`config.mk`:
```
export PLATFORM = sky130hd
export DESIGN_NAME = losc_stack_mem
export DESIGN_NICKNAME = d
export VERILOG_FILES = /design/src/hw/rtl/losc_pkg.sv /design/src/hw/rtl/losc_stack_mem.sv
export SDC_FILE = /design/constraint.sdc
export NUM_CORES = 1
export LEC_CHECK = 0
export ABC_AREA = 1
export BUFFER_PORTS_ARGS = -buffer_cell sky130_fd_sc_hd__buf_2
export CORE_MARGIN = 3
export CORE_UTILIZATION = 55
export DETAILED_ROUTE_END_ITERATION = 8
export PLACE_DENSITY = 0.76
export SLEW_MARGIN = 15
export SYNTH_ARGS = -nofsm -noshare
export SYNTH_HDL_FRONTEND = slang
export SYNTH_SLANG_ARGS = --single-unit
```
`constraint.sdc`:
```
create_clock -name clk -period 2.8 [get_ports clk]
set_clock_uncertainty 0.05 [all_clocks]
set_input_delay 0.7 -clock clk [delete_from_list [all_inputs] [get_ports clk]]
set_output_delay 0.7 -clock clk [all_outputs]
set_load 0.03 [all_outputs]
```
`src/hw/rtl/losc_pkg.sv`:
```
`timescale 1ns / 1ps

package losc_pkg;

  localparam int STATUS_W = 3;
  localparam int HELD_W   = 5;
  localparam int LEVEL_W  = 32;
  localparam int COUNT_W  = 64;

  localparam logic OP_ACQUIRE = 1'b0;
  localparam logic OP_RELEASE = 1'b1;

  localparam logic [STATUS_W-1:0] ST_OK       = 3'd0;
  localparam logic [STATUS_W-1:0] ST_IGNORED  = 3'd1;
  localparam logic [STATUS_W-1:0] ST_OVERFLOW = 3'd2;
  localparam logic [STATUS_W-1:0] ST_ORDER    = 3'd3;
  localparam logic [STATUS_W-1:0] ST_EMPTY    = 3'd4;
  localparam logic [STATUS_W-1:0] ST_MISMATCH = 3'd5;

endpackage

```
`src/hw/rtl/losc_stack_mem.sv`:
```
`timescale 1ns / 1ps

module losc_stack_mem
  import losc_pkg::*;
#(
  parameter int DEPTH = 16,
  parameter int AW    = 4
) (
  input  logic               clk,
  input  logic               wr_en,
  input  logic [AW-1:0]      wr_addr,
  input  logic [LEVEL_W-1:0] wr_data,
  input  logic [AW-1:0]      rd_addr,
  output logic [LEVEL_W-1:0] rd_data
);

  logic [LEVEL_W-1:0] mem [DEPTH];

  always_ff @(posedge clk) begin
    if (wr_en) begin
      mem[wr_addr] <= wr_data;
    end
  end

  always_ff @(posedge clk) begin
    rd_data <= mem[rd_addr];
  end

endmodule

```
Yosys cells after proc, flatten, opt, wreduce, memory -nomap -nowiden

Memories as Yosys holds them, arrays and structs flattened. A register that Yosys moved wholly into a read port is not among the register bits.
Index checks and enable logic that the tools add are counted.

Mux-type cells: 2

Operators with widths:

| operator          | count |
|---|---|
| two-way mux 1 bit | 2 |

Register bits: 0
Bits in writable memories: 512
Bits of input ports: 42
Output and inout port bits: 32
Logic and storage cells: 3
Memories: 1

Memories:

| name | depth | bits a word | rd ports | clocked after Yosys merged registers in | write ports | line                 | source |
|---|---|---|---|---|---|---|---|
| mem  | 16    | 32          | 1        | 1                                       | 1           | losc_stack_mem.sv:17 | `logic [LEVEL_W-1:0] mem [DEPTH];` |

Longest topological paths before layout

Gate-level depths: netlist of run 1.

Depth in word-level cells: 2
Mapped depth: 10
Gate-level depth less buffers: 7

Worst setup path after synthesis of run 1

No wires, ideal clock.

Kind: input port to flip-flop
From: input port wr_addr[2]
To: memory mem[10][0], enable pin
Setup time: 0.421 ns
Data arrival time: 2.272 ns
Required time: 2.329 ns
Path slack: 0.057 ns
Cell stages on the path: 2
Buffers on the path: 0
Cells stage by stage: nand3b_1 -> nor2_1

RTL lines:

| item               | line                 | source |
|---|---|---|
| start: declaration | losc_stack_mem.sv:11 | `input logic [AW-1:0] wr_addr,` |
| end: declaration   | losc_stack_mem.sv:17 |  |

No word-level cell before the write port.

Final worst setup path of run 1

From: register rd_data[13], read port of mem
To: output port rd_data[13]

RTL lines:

| item               | line                 | source |
|---|---|---|
| start: declaration | losc_stack_mem.sv:14 | `output logic [LEVEL_W-1:0] rd_data` |

No word-level cell between the ends.

==> metrics, run 1 <==
setup ws final=860.3 ps; Reg clk slew, reported paths=60 ps; Netlist cell types=15; Net Count, Synth=2162; Ant. Diodes=0; adder-cell share of the synthesized area=0; worst vdd ir=0.4161 mV; Max Buffers Root-to-Sink=3; CP Depth=1; Detailed Route WL=50160 µm; compound-gate portion of the synthesized area=0; CTS Hold Bufs=0; pre-CTS setup slack=487.4 ps; WP buf/inv=1; Area Overhead vs Synth=12.22%; first-pass GRT wire length=79660 µm; CTS tree=yes; Post-Route Utilization=0.6333; synthesized netlist cell count=2120; Hold Path Class=in -> reg; Synth top area share=0.6764; Mapped Avg Cell Area=10.72 µm²; CTS Buf Count=53; final net count=2226; max-capacitance violation count=0; clock period minus worst slack=1940 ps; H-Tree Depth=2; detailed-route via count=14804; XOR/XNOR Fraction of Synth Area=0; CORE AREA=40280 µm²; initial antenna violation count=0; #FFs+latches synth=544; Slew HR=0.5362; Die Area=43800 µm²; Synth Area in Simple Gates=0.2000; Worst Path Required=2050 ps; PD cells=679.5 nW/µm²; post-synthesis sequential area ratio=0.7046; Die W=209.3 µm; Crit-path slowest cell=dfxtp_1; synth warn=0; final worst-path cycle share=0.6928; area leader, netlist=edfxtp_1; total congestion overflow=0; CP top delay family=flip-flops; fraction of layout cells with a size suffix above 1=0.09303; Worst Path Max Fanout=1; R2R cell count=6; number of instances resized during post-cts repair=0; Post-Syn Area=22730 µm²; WL/cell=18.24 µm; Critical Path Source Type=flop; DRC=0; I/O Pins=74; Hold Path Stages=1; RSZ-0062 raised after global routing=no; HPWL after DPL=26830 µm; mux cell area share after synthesis=0; worst-margin pin slew=695.8 ps; Iteration-0 DRC Markers=1456; critical path arrival=1190 ps; global placement routability congestion=0.8025; Pre-Repair DR Iteration Count=5; Sink Count=544; worst-path cell chain=buf_2; Peak Freq=0.5155 GHz; Final Hold Fails=0; Global Route Usage Sum=0.2313; Setup TNS=0 ps; Final Max Slew Viols=0; Die Height=209.3 µm; largest net degree at the start of global routing=129; leak pwr=10.89 nW; Via-to-Cell Ratio=5.383; crit path kind=reg -> out; Cell Rows=73; starting density of the core=0.5643; crit end category=primary output; CP max stage delay=390 ps; status=finished, final reports clean; largest family of logic cells by synthesized area=simple AND/OR/NAND/NOR gates; number of global-route vias before repair=14857; Setup Viol. Count Final=0; Synth area leaders=edfxtp_1 (68%), nand2_1 (11%), nand3_1 (8.5%), inv_1 (6.4%), dfxtp_1 (2.8%); footprint of the multi-input gates=4667 µm²; Clock Latency Late Sink=570 ps; Final ANT Viol Nets=0; storage element area=16020 µm²; Port Buf Inserts=73; Fillers=2896; setup bufs post-CTS=0; root buffer selected by CTS=clkbuf_16
[registers in the layout (all words and copies together), names as in the netlist]
name,cells
mem,512
rd_data,32
[synth_stat cells, drive strengths merged]
master / count
buf: 91
clkbuf: 14
dfxtp: 32
edfxtp: 512
inv: 390
nand2: 677
nand3: 385
nand3b: 2
nor2: 17
[worst paths after layout]
path          startpoint           to  slack, ps
max reg2reg    mem[7][7]   rd_data[7]       1700
min          wr_data[18]   mem[1][18]        450
min reg2reg  mem[10][10]  rd_data[10]        600
max          rd_data[13]  rd_data[13]        860
[metal layers]
layer,part of all wire,track usage,vias up
met5,0,0,-
met4,0.022,0.07968,0
met3,0.074,0.03647,101
met2,0.50,0.3889,600
met1,0.41,0.3102,7138
li1,-,-,6965
[where the power goes]
part           total, mW  internal (mW)  switching (mW)
combinational       1.15          0.316           0.830
sequential          9.16           9.10          0.0590
clock               7.03           4.17            2.86
[metrics by stage]
stage	power, mW	area [µm²]	std cells	hold slack [ps]
after CTS	17.41	25510	2750	421.9
after floorplan	10.05	22730	2120	557.4
after global routing	17.90	25510	2750	440.9
after detailed placement	10.47	23800	2654	590.6
final	17.33	25510	2750	445.7
after global placement	10.44	23800	2654	574.2
[kinds of logic after synthesis]
logic type	Yosys count
AND/OR/NAND/NOR	1081
buffers and inverters	495
flip-flops	544
[placed cells by master, fill, tap and decap left out, drive strengths merged]
master	n
nand2	677
edfxtp	512
inv	389
nand3	385
buf	113
clkbuf	69
dfxtp	32
clkinv	21
nor2	17
bufinv	7
nand3b	2
clkinvlp	1
[final cells by class]
class / instances / area share
Multi-Input combinational cell: 1081 / 0.1830
Inverter: 390 / 0.05768
Sequential cell: 544 / 0.6279
Clock buffer: 68 / 0.05499
Timing Repair Buffer: 114 / 0.03860
Clock inverter: 28 / 0.01216
Tap cell: 525 / 0.02575
Power figures use the tool's default switching activity.
==> inputs of run 2 (changes only) <==
Settings changed: ABC_AREA 1 to 0.
Clock period 2.8 ns to 1.7 ns, I/O delays scaled along.
==> run 2 against run 1 <==
Against the previous run:
- clock power up 61%
- routed wire length down 16%
- largest power group unchanged
- cell count decreased by 46%
- largest cell class unchanged
- critical path depth stayed put
- sequential power rose by 65%
- flip-flop and latch count did not move
- sequential share of layout area grew 5.2 points
- global-route usage shrank 0.54 points
==> metrics, run 2 <==
RSZ-0062 raised after global routing=no; CTS Hold Bufs=0 (unchanged); PD cells=1190 nW/µm² (+75%); met3 usage=0.05135 (+0.01488); Peak Freq=0.6131 GHz; Synth area leaders=edfxtp_1 (77%), mux4_2 (15%), dfxtp_1 (3.2%), a22oi_1 (2.4%), nand2_1 (0.62%); WP buf/inv=1 (unchanged); I/O Pins=74 (unchanged); Die W=196.0 µm (-6.4%); H-Tree Depth=2 (unchanged); number of global-route vias before repair=9936 (-33%); post-synthesis sequential area ratio=0.8067 (+0.1021); DP Area=21880 µm² (-8.0%); CORE AREA=35050 µm² (-13%); synth warn=0 (unchanged); Post-Route Utilization=0.6721 (+0.03884); final net count=1039 (-53%); synth cell count leaders=edfxtp_1 (512), mux4_2 (128), a22oi_1 (64), nand2_1 (33), dfxtp_1 (32); worst-margin pin slew=394.7 ps (-301.1 ps); Global Route met2 Usage=0.3585 (-0.03039); critical path arrival=1160 ps (-30 ps); final worst-path cycle share=0.9595; CP top delay family=flip-flops; largest reg by FF count=mem; Post-Syn Area=19850 µm² (-13%); Area Overhead vs Synth=18.67%; Setup TNS=0 ps (unchanged); CP max stage delay=380 ps (about the same); initial antenna violation count=3 (+3); sequential share of power=0.539 (+0.011); starting density of the core=0.5664 (+0.002075); Final Hold Fails=0 (unchanged); Critical Path Source Type=flop; Net Sw Power=5.777 mW (+54%); Pint=22.25 mW (+64%); Global Route Usage Sum=0.2259 (-0.005399); Final ANT Viol Nets=0 (unchanged); Detailed Route WL=42360 µm (-16%); busiest grt layer=met2; commonest non-fill, non-tap cell in the layout=edfxtp_1; largest net degree at the start of global routing=35 (-73%); global placement routability congestion=0.7386 (-8.0%); Reg clk slew, reported paths=60 ps (about the same); Cell Rows=68 (-6.8%); Setup Viol. Count Final=0 (unchanged); detailed-route via count=9456 (-36%); Most used DFF post-synth=edfxtp_1; CTS tree=yes; #FFs+latches synth=544 (unchanged); WL/cell=28.33 µm (+55%); clock period minus worst slack=1631 ps; design area=23560 µm² (-7.6%); met1 usage in global routing=0.3228 (+0.01252); Sink Count=544 (unchanged); Largest register FFs=512 (unchanged); most frequent cells in the layout=edfxtp_1 (512), mux4_2 (128), buf_2 (70); Clock Power Share=0.403 (-0.002); Worst Path Required=1220 ps (-830 ps); number of synthesized flops with an enable pin=512 (unchanged); Iteration-0 DRC Markers=996 (-32%); Final Max Slew Viols=0 (unchanged); Port Buf Inserts=73 (unchanged); Synth top area share=0.7744 (+0.09800); root buffer selected by CTS=clkbuf_16; most numerous cell in the Yosys netlist=edfxtp_1; Netlist cell types=18 (+3); total power=28.03 mW (+62%); share of synthesized flip-flops with an asynchronous set or reset=0 (unchanged); Max Buffers Root-to-Sink=3 (unchanged); HPWL after DPL=22580 µm (-16%); Via-to-Cell Ratio=6.325 (+17%); worst vdd ir=0.8366 mV (+100%); max-capacitance violation count=0 (unchanged); Die Height=196.0 µm (-6.4%); Sw Share=0.2061 (-0.01020); Mapped Avg Cell Area=23.69 µm² (+120%); worst-path cell chain=buf_2; crit end category=primary output; Slew HR=0.7362 (+0.2001); Hold Path Class=in -> reg; CTS Buf Count=52 (-1.9%); crit path kind=reg -> out; total congestion overflow=0 (unchanged); Logic pwr share=0.058 (-0.008); status=finished, final reports clean; Clock Latency Late Sink=560 ps (about the same); area leader, netlist=edfxtp_1; Net Count, Synth=880 (-59%); largest registers=mem (512), rd_data (32); leak pwr=7.694 nW (-29%); Crit-path slowest cell=dfxtp_1; Die Area=38410 µm² (-12%); fraction of layout cells with a size suffix above 1=0.3613 (+0.2682); first-pass GRT wire length=63940 µm (-20%); synthesized netlist cell count=838 (-60%); Pre-Repair DR Iteration Count=8 (+3); DRC=0 (unchanged); Worst Path Max Fanout=1 (unchanged)
[run 2: cell families (layout without fill, tap and decap cells)]
group	Yosys count	after routing	synth area share
flip-flops	544	544	0.8067
multiplexers	128	128	0.1452
AO/OA/AOI/OAI	64	64	0.02420
AND/OR/NAND/NOR	59	59	0.01273
buffers and inverters	43	243	0.01122
other	0	2	0
[run 2: power by group through the flow]
stage          sequential [mW]  combinational (mW)  clock, mW
2_1_floorplan             15.5               0.755          0
3_5_place_dp              15.4                1.64          0
4_1_cts                   15.1                1.65       11.5
3_3_place_gp              15.4                1.60          0
5_1_grt                   15.1                1.75       12.0
6_report                  15.1                1.64       11.3
[run 2: worst paths after layout]
| check | start | to | slack [ps] | cells after the start |
|---|---|---|---|---|
| hold reg to reg | mem[6][27] | rd_data[27] | 630 | 3 |
| hold / removal | wr_data[27] | mem[4][27] | 190 | 1 |
| setup / recovery | rd_data[4] | rd_data[4] | 70 | 1 |
| setup reg to reg | mem[3][31] | rd_data[31] | 220 | 3 |
[run 2: layer usage]
| layer | vias to the layer above | routed length (µm) |
|---|---|---|
| li1 | 3896 | - |
| met3 | 93 | 3931 |
| met2 | 504 | 20930 |
| met5 | - | 28 |
| met4 | 4 | 1152 |
| met1 | 4959 | 16320 |
[run 2: area by class of cell]
cell class / instances / area [µm²]
Timing Repair Buffer: 148 / 1505
Sequential cell: 544 / 16020
Tap cell: 455 / 569.3
Multi-Input combinational cell: 251 / 3795
Clock inverter: 28 / 260.3
Antenna cell: 2 / 5.005
Fill cell: 2116 / 11490
Clock buffer: 67 / 1409
[run 2: through the flow]
| stage | cells | hold WS [ps] | setup WS (ps) |
|---|---|---|---|
| after detailed placement | 1398 | 608.0 | -306.2 |
| after floorplan | 838 | 473.9 | -484.2 |
| final | 1495 | 190.0 | 68.90 |
| after CTS | 1493 | 168.4 | 16.50 |
| after global routing | 1493 | 181.5 | 28.67 |
| after global placement | 1398 | 606.7 | -331.6 |
[run 2: timing repair]
item,CTS,global route
setup buffers,0,0
endpoints found under the hold margin,0,0
setup endpoints to repair,0,1
gates resized for setup,0,2
